--- src/rtl/rwcp_pkg.sv ---
// ----------------------------------------------------------------------------
// rwcp_pkg: shared constants for the RIFF/WAVE chunk parser
// Status codes, chunk tags and register indexes used by the parser.
// ----------------------------------------------------------------------------
package rwcp_pkg;

  // Result status codes
  localparam logic [2:0] StatusOk        = 3'd0;
  localparam logic [2:0] StatusShort     = 3'd1;
  localparam logic [2:0] StatusNotRiff   = 3'd2;
  localparam logic [2:0] StatusTruncated = 3'd3;
  localparam logic [2:0] StatusBadFormat = 3'd4;
  localparam logic [2:0] StatusNoFmt     = 3'd5;
  localparam logic [2:0] StatusNoData    = 3'd6;
  localparam logic [2:0] StatusPending   = 3'd7;

  // Four-character tags, first byte in the top position
  localparam logic [31:0] TagRiff = 32'h5249_4646;
  localparam logic [31:0] TagWave = 32'h5741_5645;
  localparam logic [31:0] TagFmt  = 32'h666D_7420;
  localparam logic [31:0] TagData = 32'h6461_7461;

  // Configuration register indexes
  localparam int unsigned CfgIdxW = 2;
  localparam logic [CfgIdxW-1:0] RegBufferLength = 2'd0;
  localparam logic [CfgIdxW-1:0] RegFormatTag    = 2'd1;

  // Fixed header geometry
  localparam logic [32:0] RiffTagLastPos = 33'd3;
  localparam logic [32:0] WaveTagLastPos = 33'd11;
  localparam logic [33:0] FirstHdrEnd    = 34'd20;
  localparam logic [31:0] MinBufferLen   = 32'd12;
  localparam logic [31:0] MinFmtSize     = 32'd16;
  localparam logic [31:0] ExtFmtSize     = 32'd18;
  localparam logic [33:0] HdrLen         = 34'd8;

  // Format payload bytes kept
  localparam int unsigned FmtBytes = 18;
  localparam int unsigned FmtOffW  = 5;
  localparam logic [FmtOffW-1:0] FmtLastBasic = 5'd15;
  localparam logic [FmtOffW-1:0] FmtLastExt   = 5'd17;
  localparam logic [FmtOffW-1:0] FmtOffSat    = 5'd18;
  localparam logic [FmtOffW-1:0] FmtTagHiOff  = 5'd1;

endpackage

--- src/rtl/riff_wave_chunk_parser.sv ---
// ----------------------------------------------------------------------------
// riff_wave_chunk_parser: streaming RIFF/WAVE header parser
// Walks the chunk list of a byte stream, captures the fmt fields and the
// data chunk location, and reports one status word on the last byte.
// ----------------------------------------------------------------------------
//  channel | direction | handshake               | payload
//  --------+-----------+-------------------------+-------------------------------
//  in      | input     | in_valid_i / in_ready_o | data_byte_i, last_byte_i
//  out     | output    | out_valid_o/out_ready_i | status_o and nine format fields
//  cfg     | input     | cfg_valid_i/cfg_ready_o | cfg_index_i, cfg_data_i
//
// One byte is taken per cycle while in_ready_o is high; the parse state updates at the accepting edge
// and the result word sits in an output register from the next cycle.
// in_ready_o drops only while a result waits and out_ready_i is low.
// Reset returns the parse state to the RIFF header phase and the registers
// to their defaults; the parse state also clears after each last byte.
// cfg_ready_o is always high.
module riff_wave_chunk_parser (
  input  logic                         clk_i,
  input  logic                         rst_ni,
  input  logic                         in_valid_i,
  output logic                         in_ready_o,
  input  logic [7:0]                   data_byte_i,
  input  logic                         last_byte_i,
  output logic                         out_valid_o,
  input  logic                         out_ready_i,
  output logic [2:0]                   status_o,
  output logic [15:0]                  wave_format_o,
  output logic [15:0]                  channel_count_o,
  output logic [31:0]                  sample_freq_o,
  output logic [31:0]                  byte_rate_o,
  output logic [15:0]                  block_alignment_o,
  output logic [15:0]                  sample_bits_o,
  output logic [15:0]                  extra_size_o,
  output logic [31:0]                  payload_offset_o,
  output logic [31:0]                  payload_length_o,
  input  logic                         cfg_valid_i,
  output logic                         cfg_ready_o,
  input  logic [rwcp_pkg::CfgIdxW-1:0] cfg_index_i,
  input  logic [31:0]                  cfg_data_i
);

  typedef enum logic [2:0] {
    PhRiff,
    PhHdr,
    PhPayload,
    PhPad,
    PhDone
  } phase_e;

  // Registers
  logic [31:0] buf_len_q;
  logic [15:0] acc_tag_q;

  // Parse state
  phase_e       phase_q, phase_d;
  logic [32:0]  pos_q, pos_d;
  logic [55:0]  shift_q, shift_d;
  logic [31:0]  size_q, size_d;
  logic [33:0]  end_q, end_d;
  logic         is_fmt_q, is_fmt_d;
  logic         seen_fmt_q, seen_fmt_d;
  logic         seen_data_q, seen_data_d;
  logic [2:0]   decided_q, decided_d;
  logic [rwcp_pkg::FmtOffW-1:0] fmt_off_q, fmt_off_d;
  logic [7:0]   fmt_byte_q [rwcp_pkg::FmtBytes];
  logic [7:0]   fmt_byte_d [rwcp_pkg::FmtBytes];
  logic [31:0]  data_off_q, data_off_d;
  logic [31:0]  data_len_q, data_len_d;

  // Result register
  logic         out_valid_q, out_valid_d;
  logic [2:0]   status_q, status_d;
  logic [15:0]  wave_format_q, wave_format_d;
  logic [15:0]  channel_count_q, channel_count_d;
  logic [31:0]  sample_freq_q, sample_freq_d;
  logic [31:0]  byte_rate_q, byte_rate_d;
  logic [15:0]  block_alignment_q, block_alignment_d;
  logic [15:0]  sample_bits_q, sample_bits_d;
  logic [15:0]  extra_size_q, extra_size_d;
  logic [31:0]  payload_offset_q, payload_offset_d;
  logic [31:0]  payload_length_q, payload_length_d;

  // Per-byte helpers
  logic         in_acc;
  logic         consume;
  logic         at_end;
  logic [31:0]  hdr_id;
  logic [31:0]  hdr_size;
  logic [34:0]  hdr_sum;
  logic [rwcp_pkg::FmtOffW-1:0] fmt_last;

  assign in_ready_o  = !out_valid_q || out_ready_i;
  assign in_acc      = in_valid_i && in_ready_o;
  assign cfg_ready_o = 1'b1;

  // Chunk id and little-endian size as seen with the incoming byte
  assign consume  = (pos_q < {1'b0, buf_len_q});
  assign at_end   = (({1'b0, pos_q} + 34'd1) == end_q);
  assign hdr_id   = shift_q[55:24];
  assign hdr_size = {data_byte_i, shift_q[7:0], shift_q[15:8], shift_q[23:16]};
  assign hdr_sum  = {1'b0, end_q} + {3'b000, hdr_size};
  assign fmt_last = (size_q >= rwcp_pkg::ExtFmtSize) ? rwcp_pkg::FmtLastExt
                                                     : rwcp_pkg::FmtLastBasic;

  // Advance the parse state by one word and build the result on the last one
  always_comb begin
    phase_d     = phase_q;
    pos_d       = pos_q;
    shift_d     = shift_q;
    size_d      = size_q;
    end_d       = end_q;
    is_fmt_d    = is_fmt_q;
    seen_fmt_d  = seen_fmt_q;
    seen_data_d = seen_data_q;
    decided_d   = decided_q;
    fmt_off_d   = fmt_off_q;
    fmt_byte_d  = fmt_byte_q;
    data_off_d  = data_off_q;
    data_len_d  = data_len_q;

    out_valid_d       = out_valid_q && !out_ready_i;
    status_d          = status_q;
    wave_format_d     = wave_format_q;
    channel_count_d   = channel_count_q;
    sample_freq_d     = sample_freq_q;
    byte_rate_d       = byte_rate_q;
    block_alignment_d = block_alignment_q;
    sample_bits_d     = sample_bits_q;
    extra_size_d      = extra_size_q;
    payload_offset_d  = payload_offset_q;
    payload_length_d  = payload_length_q;

    if (in_acc && consume) begin
      shift_d = {shift_q[47:0], data_byte_i};
      pos_d   = pos_q + 33'd1;
      case (phase_q)
        // Check the RIFF and WAVE tags
        PhRiff: begin
          if (pos_q == rwcp_pkg::RiffTagLastPos && shift_d[31:0] != rwcp_pkg::TagRiff) begin
            decided_d = rwcp_pkg::StatusNotRiff;
            phase_d   = PhDone;
          end else if (pos_q == rwcp_pkg::WaveTagLastPos) begin
            if (shift_d[31:0] != rwcp_pkg::TagWave) begin
              decided_d = rwcp_pkg::StatusNotRiff;
              phase_d   = PhDone;
            end else begin
              phase_d = PhHdr;
              end_d   = rwcp_pkg::FirstHdrEnd;
            end
          end
        end
        // Decode a chunk header on its eighth byte
        PhHdr: begin
          if (at_end) begin
            size_d   = hdr_size;
            is_fmt_d = 1'b0;
            if (hdr_sum > {3'b000, buf_len_q}) begin
              decided_d = rwcp_pkg::StatusTruncated;
              phase_d   = PhDone;
            end else if (hdr_id == rwcp_pkg::TagFmt && hdr_size < rwcp_pkg::MinFmtSize) begin
              decided_d = rwcp_pkg::StatusTruncated;
              phase_d   = PhDone;
            end else if (hdr_id == rwcp_pkg::TagData && seen_fmt_q) begin
              data_off_d  = end_q[31:0];
              data_len_d  = hdr_size;
              seen_data_d = 1'b1;
              decided_d   = rwcp_pkg::StatusOk;
              phase_d     = PhDone;
            end else begin
              if (hdr_id == rwcp_pkg::TagFmt) begin
                for (int i = 0; i < rwcp_pkg::FmtBytes; i++) begin
                  fmt_byte_d[i] = 8'h00;
                end
                is_fmt_d  = 1'b1;
                fmt_off_d = '0;
              end else if (hdr_id == rwcp_pkg::TagData) begin
                data_off_d  = end_q[31:0];
                data_len_d  = hdr_size;
                seen_data_d = 1'b1;
              end
              if (hdr_size == 32'd0) begin
                phase_d = PhHdr;
                end_d   = hdr_sum[33:0] + rwcp_pkg::HdrLen;
              end else begin
                phase_d = PhPayload;
                end_d   = hdr_sum[33:0];
              end
            end
          end
        end
        // Capture fmt fields, then step past the payload
        PhPayload: begin
          if (is_fmt_q && fmt_off_q <= fmt_last) begin
            for (int i = 0; i < rwcp_pkg::FmtBytes; i++) begin
              if (fmt_off_q == i[rwcp_pkg::FmtOffW-1:0]) begin
                fmt_byte_d[i] = data_byte_i;
              end
            end
          end
          if (is_fmt_q && fmt_off_q != rwcp_pkg::FmtOffSat) begin
            fmt_off_d = fmt_off_q + rwcp_pkg::FmtOffW'(1);
          end
          if (is_fmt_q && fmt_off_q == rwcp_pkg::FmtTagHiOff &&
              {data_byte_i, fmt_byte_q[0]} != acc_tag_q) begin
            decided_d = rwcp_pkg::StatusBadFormat;
            phase_d   = PhDone;
          end else if (is_fmt_q && fmt_off_q == fmt_last && seen_data_q) begin
            seen_fmt_d = 1'b1;
            decided_d  = rwcp_pkg::StatusOk;
            phase_d    = PhDone;
          end else begin
            if (is_fmt_q && fmt_off_q == fmt_last) begin
              seen_fmt_d = 1'b1;
            end
            if (at_end) begin
              if (size_q[0]) begin
                phase_d = PhPad;
                end_d   = end_q + 34'd1;
              end else begin
                phase_d = PhHdr;
                end_d   = end_q + rwcp_pkg::HdrLen;
              end
            end
          end
        end
        // Skip the pad byte of an odd payload
        PhPad: begin
          if (at_end) begin
            phase_d = PhHdr;
            end_d   = end_q + rwcp_pkg::HdrLen;
          end
        end
        default: begin
        end
      endcase
    end

    // Load the result word and restart the parse
    if (in_acc && last_byte_i) begin
      out_valid_d = 1'b1;
      if (buf_len_q < rwcp_pkg::MinBufferLen) begin
        status_d = rwcp_pkg::StatusShort;
      end else if (decided_d != rwcp_pkg::StatusPending) begin
        status_d = decided_d;
      end else if (pos_d < {1'b0, buf_len_q}) begin
        status_d = rwcp_pkg::StatusTruncated;
      end else if (!seen_fmt_d) begin
        status_d = rwcp_pkg::StatusNoFmt;
      end else if (!seen_data_d) begin
        status_d = rwcp_pkg::StatusNoData;
      end else begin
        status_d = rwcp_pkg::StatusOk;
      end

      if (status_d == rwcp_pkg::StatusOk) begin
        wave_format_d     = {fmt_byte_d[1], fmt_byte_d[0]};
        channel_count_d   = {fmt_byte_d[3], fmt_byte_d[2]};
        sample_freq_d     = {fmt_byte_d[7], fmt_byte_d[6], fmt_byte_d[5], fmt_byte_d[4]};
        byte_rate_d       = {fmt_byte_d[11], fmt_byte_d[10], fmt_byte_d[9], fmt_byte_d[8]};
        block_alignment_d = {fmt_byte_d[13], fmt_byte_d[12]};
        sample_bits_d     = {fmt_byte_d[15], fmt_byte_d[14]};
        extra_size_d      = {fmt_byte_d[17], fmt_byte_d[16]};
        payload_offset_d  = data_off_d;
        payload_length_d  = data_len_d;
      end else begin
        wave_format_d     = '0;
        channel_count_d   = '0;
        sample_freq_d     = '0;
        byte_rate_d       = '0;
        block_alignment_d = '0;
        sample_bits_d     = '0;
        extra_size_d      = '0;
        payload_offset_d  = '0;
        payload_length_d  = '0;
      end

      phase_d     = PhRiff;
      pos_d       = '0;
      shift_d     = '0;
      size_d      = '0;
      end_d       = '0;
      is_fmt_d    = 1'b0;
      seen_fmt_d  = 1'b0;
      seen_data_d = 1'b0;
      decided_d   = rwcp_pkg::StatusPending;
      fmt_off_d   = '0;
    end
  end

  // Hold state, registers and the result word
  always_ff @(posedge clk_i or negedge rst_ni) begin
    if (!rst_ni) begin
      buf_len_q         <= '0;
      acc_tag_q         <= 16'd34;
      phase_q           <= PhRiff;
      pos_q             <= '0;
      shift_q           <= '0;
      size_q            <= '0;
      end_q             <= '0;
      is_fmt_q          <= 1'b0;
      seen_fmt_q        <= 1'b0;
      seen_data_q       <= 1'b0;
      decided_q         <= rwcp_pkg::StatusPending;
      fmt_off_q         <= '0;
      for (int i = 0; i < rwcp_pkg::FmtBytes; i++) begin
        fmt_byte_q[i] <= 8'h00;
      end
      data_off_q        <= '0;
      data_len_q        <= '0;
      out_valid_q       <= 1'b0;
      status_q          <= '0;
      wave_format_q     <= '0;
      channel_count_q   <= '0;
      sample_freq_q     <= '0;
      byte_rate_q       <= '0;
      block_alignment_q <= '0;
      sample_bits_q     <= '0;
      extra_size_q      <= '0;
      payload_offset_q  <= '0;
      payload_length_q  <= '0;
    end else begin
      if (cfg_valid_i && cfg_ready_o) begin
        case (cfg_index_i)
          rwcp_pkg::RegBufferLength: buf_len_q <= cfg_data_i;
          rwcp_pkg::RegFormatTag:    acc_tag_q <= cfg_data_i[15:0];
          default: begin
          end
        endcase
      end
      phase_q           <= phase_d;
      pos_q             <= pos_d;
      shift_q           <= shift_d;
      size_q            <= size_d;
      end_q             <= end_d;
      is_fmt_q          <= is_fmt_d;
      seen_fmt_q        <= seen_fmt_d;
      seen_data_q       <= seen_data_d;
      decided_q         <= decided_d;
      fmt_off_q         <= fmt_off_d;
      fmt_byte_q        <= fmt_byte_d;
      data_off_q        <= data_off_d;
      data_len_q        <= data_len_d;
      out_valid_q       <= out_valid_d;
      status_q          <= status_d;
      wave_format_q     <= wave_format_d;
      channel_count_q   <= channel_count_d;
      sample_freq_q     <= sample_freq_d;
      byte_rate_q       <= byte_rate_d;
      block_alignment_q <= block_alignment_d;
      sample_bits_q     <= sample_bits_d;
      extra_size_q      <= extra_size_d;
      payload_offset_q  <= payload_offset_d;
      payload_length_q  <= payload_length_d;
    end
  end

  assign out_valid_o       = out_valid_q;
  assign status_o          = status_q;
  assign wave_format_o     = wave_format_q;
  assign channel_count_o   = channel_count_q;
  assign sample_freq_o     = sample_freq_q;
  assign byte_rate_o       = byte_rate_q;
  assign block_alignment_o = block_alignment_q;
  assign sample_bits_o     = sample_bits_q;
  assign extra_size_o      = extra_size_q;
  assign payload_offset_o  = payload_offset_q;
  assign payload_length_o  = payload_length_q;

endmodule

--- config.mk ---
export PLATFORM = sky130hd
export DESIGN_NAME = riff_wave_chunk_parser
export DESIGN_NICKNAME = d
export VERILOG_FILES = /design/src/rtl/rwcp_pkg.sv /design/src/rtl/riff_wave_chunk_parser.sv
export SDC_FILE = /design/constraint.sdc
export NUM_CORES = 2
export LEC_CHECK = 0
export BUFFER_PORTS_ARGS = -buffer_cell sky130_fd_sc_hd__buf_2
export CAP_MARGIN = 20
export CELL_PAD_IN_SITES_DETAIL_PLACEMENT = 0
export CELL_PAD_IN_SITES_GLOBAL_PLACEMENT = 1
export CORE_ASPECT_RATIO = 1.4
export CORE_MARGIN = 2
export CORE_UTILIZATION = 35
export DETAILED_ROUTE_END_ITERATION = 8
export PLACE_DENSITY = 0.72
export SLEW_MARGIN = 10
export SYNTH_ARGS = -nofsm -noshare
export SYNTH_HDL_FRONTEND = slang
export SYNTH_SLANG_ARGS = --single-unit
export TNS_END_PERCENT = 1
--- constraint.sdc ---
create_clock -name clk_i -period 10.6 [get_ports clk_i]
set_input_delay 0.53 -clock clk_i [delete_from_list [all_inputs] [get_ports clk_i]]
set_output_delay 0.53 -clock clk_i [all_outputs]
set_load 0.01 [all_outputs]
==> impl_metrics.tcl <==
set metrics [dict create \
    run_status "finished clean" \
    root_buffer "sky130_fd_sc_hd__clkbuf_16" \
    tns_ns 0 \
    die_w_um 260 \
    tritoncts.num_buffers 61 \
    synthesis.area_per_instance_sq_um 10.4 \
    synth_top_cells_by_area "sky130_fd_sc_hd__dfrtp_1 (49%), sky130_fd_sc_hd__a22o_1 (9.3%), sky130_fd_sc_hd__ha_1 (5.4%)" \
    setup_slack_ns 2.21 \
    critPathSlowestCell "sky130_fd_sc_hd__a2111oi_0" \
    fin_area_sq_um 36700 \
    drt_iter0_markers 1887 \
    die_boundary_height_um 363 \
    timing_max_transition_violations_final 0 \
    fin_util_pct 40.3 \
    power.net_switching_mw 1.95 \
    final-hold-violation-count 0 \
    worstSetupPathDepth 26 \
    finish.net_count 3457 \
    critical_path.startpoint_type "flip-flop" \
    grt_pass1_wl_um 163000 \
    power.clock.fraction_pct 37.7 \
    cts_htree_levels 2 \
    critical_path_buffer_and_inverter_count 3 \
    rr_worst_depth 26 \
    drt-wirelength-per-cell_um 23.9 \
    antenna_found_initial 1 \
    slew_headroom_pct 26.8 \
    drtPass1Iterations 6 \
    power.density_cell_area_nw_per_um2 167 \
    power.static_leakage_nw 17.4 \
    io_pins 262 \
    cp-end-kind "flip-flop" \
    cts_sinks 637 \
    critPathMostFrequentCell "sky130_fd_sc_hd__o21ai_0" \
    synth-edff-count 0 \
    mappedNetlistNets 3279 \
    synth.largest_area_cell "sky130_fd_sc_hd__dfrtp_1" \
    place_inst 4399 \
    maxClockFrequency_mhz 119 \
    drc 0 \
    tritoncts "built" \
    final-instance-count-excl-fill 4517 \
    syn-cell-area_sq_um 32200 \
    filler_instances 8966 \
    skew_ns 0.0331 \
    seq_power_share_pct 43.5 \
    number_of_warnings_printed_during_yosys_synthesis 0 \
    final.min_clock_period_ns 8.39 \
    synth_top_flop_cell "sky130_fd_sc_hd__dfrtp_1" \
    dp.final_hpwl_um 77000 \
    timing_worst_setup_path_type "flip-flop to flip-flop" \
    most-common-layout-cells "sky130_fd_sc_hd__dfrtp_1 (632), sky130_fd_sc_hd__nand2_1 (350), sky130_fd_sc_hd__a22o_1 (341)" \
    combinational_cell_fraction_of_total_power_pct 18.8 \
    vdd.ir_drop.worst_uv 134 \
    clk_pin_slew_ns 0.07 \
    gp_congestion 0.927 \
    slowest_delay_ns 0.95 \
    viasPerCell 5.63 \
    area_growth_syn_to_layout_pct 14.1 \
    most_frequent_standard_cell_in_the_layout_excluding_fill_and_tap_cells "sky130_fd_sc_hd__dfrtp_1" \
    vias 25400 \
    finalWirelength_um 108000 \
    timing.critical_path.max_delay_family "compound AO/OA/AOI/OAI gates" \
    timing.hold.worst.class "input port to flip-flop" \
    antenna_left 0 \
    setup_repair_after_global_routing_missed_its_margin "false" \
    fraction_of_layout_cells_with_a_size_suffix_above_1_pct 16.0 \
    postSynthRegisterBits 637 \
    io_buffers 260 \
    synth_top_area_share_pct 49.2 \
    placement_rows 131 \
    total_placed_instance_area_sq_um 34600 \
    asyncSetResetFlopFracSynth_pct 100 \
    floorplan.die_area_sq_um 94400 \
    timing.critical_path.arrival_ns 8.97 \
    synth-seq-area-share_pct 49.6 \
    grt_max_degree 153 \
    num_antenna_cells 0 \
    setup_viol 0 \
    clkLatencyLatePin_ns 0.67 \
    netlist_instances 3091 \
    gr-usage-all-layers_pct 22.5 \
    cts_repair_resize_count 0 \
    start_util_pct 35.3 \
    finalCritPeriodShare_pct 79.2 \
    global_route.overflow_total 0 \
    max_cap_violations 0 \
    synth.distinct_cells 88 \
    cp_max_fo 70 \
    timing.critical_path.required_ns 11.18 \
    max_slew.worst_pin.slew_ns 1.10 \
    ctsLongestPathBuffers 3 \
    placeableCoreArea_sq_um 91100 \
    swShare_pct 31.7 \
    first_global_vias 25200 \
    p_int_mw 4.20 \
    timing.hold.worst_path_depth 3 \
    pre_cts_slack_ns 1.96 \
]
==> cell type report <==
| type | instances | area (sq um) | area share (%) |
|---|---|---|---|
| Inverter | 69 | 259 | 0.705 |
| Clock buffer | 78 | 1670 | 4.55 |
| Sequential cell | 637 | 15900 | 43.4 |
| Tap cell | 1197 | 1500 | 4.08 |
| Multi-Input combinational cell | 2189 | 15200 | 41.3 |
| Clock inverter | 36 | 419 | 1.14 |
| Timing Repair Buffer | 311 | 1760 | 4.78 |
==> sequential cells by signal, summed over array words and instances (netlist names), 33 cells and up <==
name,count
end_q,34
fmt_byte_q,144
pos_q,33
shift_q,56
==> kinds of logic after synthesis <==
group | count (synthesis) | share of synthesized area, %
adders and majority gates | 140 | 5.47
muxes | 119 | 4.01
buffers and inverters | 265 | 3.48
AOI/OAI and AO/OA | 890 | 20.0
DFF | 637 | 49.6
and+or+nand+nor | 887 | 13.4
other | 1 | 0.0117
xor gates and xnor gates | 152 | 4.14
==> power by group through the flow <==
stage	combinational (mW)	clock [mW]	sequential [mW]
after CTS	1.16	2.37	2.68
final	1.16	2.32	2.68
after floorplan	0.761	0	2.64
after detailed placement	1.15	0	2.72
after global placement	1.14	0	2.72
after global routing	1.28	2.45	2.69
==> synthesized netlist by cell type (7+ instances only) <==
| master | number |
|---|---|
| sky130_fd_sc_hd__buf_1 | 16 |
| sky130_fd_sc_hd__dfrtp_1 | 632 |
| sky130_fd_sc_hd__a31oi_1 | 13 |
| sky130_fd_sc_hd__and4_1 | 10 |
| sky130_fd_sc_hd__xnor2_1 | 83 |
| sky130_fd_sc_hd__a22o_1 | 341 |
| sky130_fd_sc_hd__nand3b_1 | 9 |
| sky130_fd_sc_hd__ha_1 | 139 |
| sky130_fd_sc_hd__buf_2 | 22 |
| sky130_fd_sc_hd__xor2_1 | 69 |
| sky130_fd_sc_hd__nand3_1 | 84 |
| sky130_fd_sc_hd__mux2_2 | 79 |
| sky130_fd_sc_hd__o22ai_1 | 17 |
| sky130_fd_sc_hd__mux2i_1 | 40 |
| sky130_fd_sc_hd__or3_1 | 9 |
| sky130_fd_sc_hd__nor2_1 | 149 |
| sky130_fd_sc_hd__o2111ai_1 | 10 |
| sky130_fd_sc_hd__a311oi_1 | 7 |
| sky130_fd_sc_hd__a211oi_1 | 16 |
| sky130_fd_sc_hd__a21o_1 | 19 |
| sky130_fd_sc_hd__a2111oi_0 | 7 |
| sky130_fd_sc_hd__o31ai_1 | 26 |
| sky130_fd_sc_hd__inv_1 | 68 |
| sky130_fd_sc_hd__nor3_1 | 38 |
| sky130_fd_sc_hd__a21boi_0 | 9 |
| sky130_fd_sc_hd__nand2_1 | 351 |
| sky130_fd_sc_hd__o211ai_1 | 14 |
| sky130_fd_sc_hd__o21a_1 | 7 |
| sky130_fd_sc_hd__nand2b_1 | 13 |
| sky130_fd_sc_hd__nor2b_1 | 10 |
| sky130_fd_sc_hd__nand4_1 | 60 |
| sky130_fd_sc_hd__o21ai_0 | 150 |
| sky130_fd_sc_hd__nor4_1 | 45 |
| sky130_fd_sc_hd__clkbuf_1 | 144 |
| sky130_fd_sc_hd__a22oi_1 | 30 |
| sky130_fd_sc_hd__and2_1 | 41 |
| sky130_fd_sc_hd__buf_6 | 12 |
| sky130_fd_sc_hd__a21oi_1 | 158 |
| sky130_fd_sc_hd__and3_1 | 30 |
==> path summary, 6_finish.rpt <==
| kind | slack (ns) | to | from |
|---|---|---|---|
| setup / recovery | 2.21 | sample_freq_o[20] | shift_q[16] |
| hold / removal | 0.09 | buf_len_q[17] | cfg_data_i[17] |
| setup reg to reg | 2.21 | sample_freq_o[20] | shift_q[16] |
| hold reg to reg | 0.50 | sample_freq_o[13] | sample_freq_o[13] |
| max in group asynchronous | 8.03 | byte_rate_o[24] | rst_ni |
| min in group asynchronous | 0.47 | payload_offset_o[15] | rst_ni |
==> worst min-delay path, cell delays in order <==
cell                      delay (ns)
sky130_fd_sc_hd__buf_2          0.07
sky130_fd_sc_hd__nand2_1        0.04
sky130_fd_sc_hd__o21ai_0        0.06
==> per-stage QoR <==
stage / hold WS (ns) / total power [mW]
final: 0.0935 / 6.15
after CTS: 0.0636 / 6.20
after global placement: 0.458 / 3.86
after global routing: 0.0878 / 6.42
after detailed placement: 0.482 / 3.87
after floorplan: 0.234 / 3.40
==> repair_timing <==
item	in CTS	in global routing
hold endpoints to repair	79	0
buffers inserted	0	0
setup endpoints to repair	0	0
hold buffers	1	0
==> routing by layer <==
metal | track usage (%) | vias up | share of wire, %
met2 | 39.9 | 735 | 51
li1 | - | 11800 | -
met3 | 2.42 | 207 | 3.8
met4 | 9.14 | 0 | 4.3
met1 | 27.8 | 12700 | 41
met5 | 0 | - | 0
(Power assumes the default switching activity.)
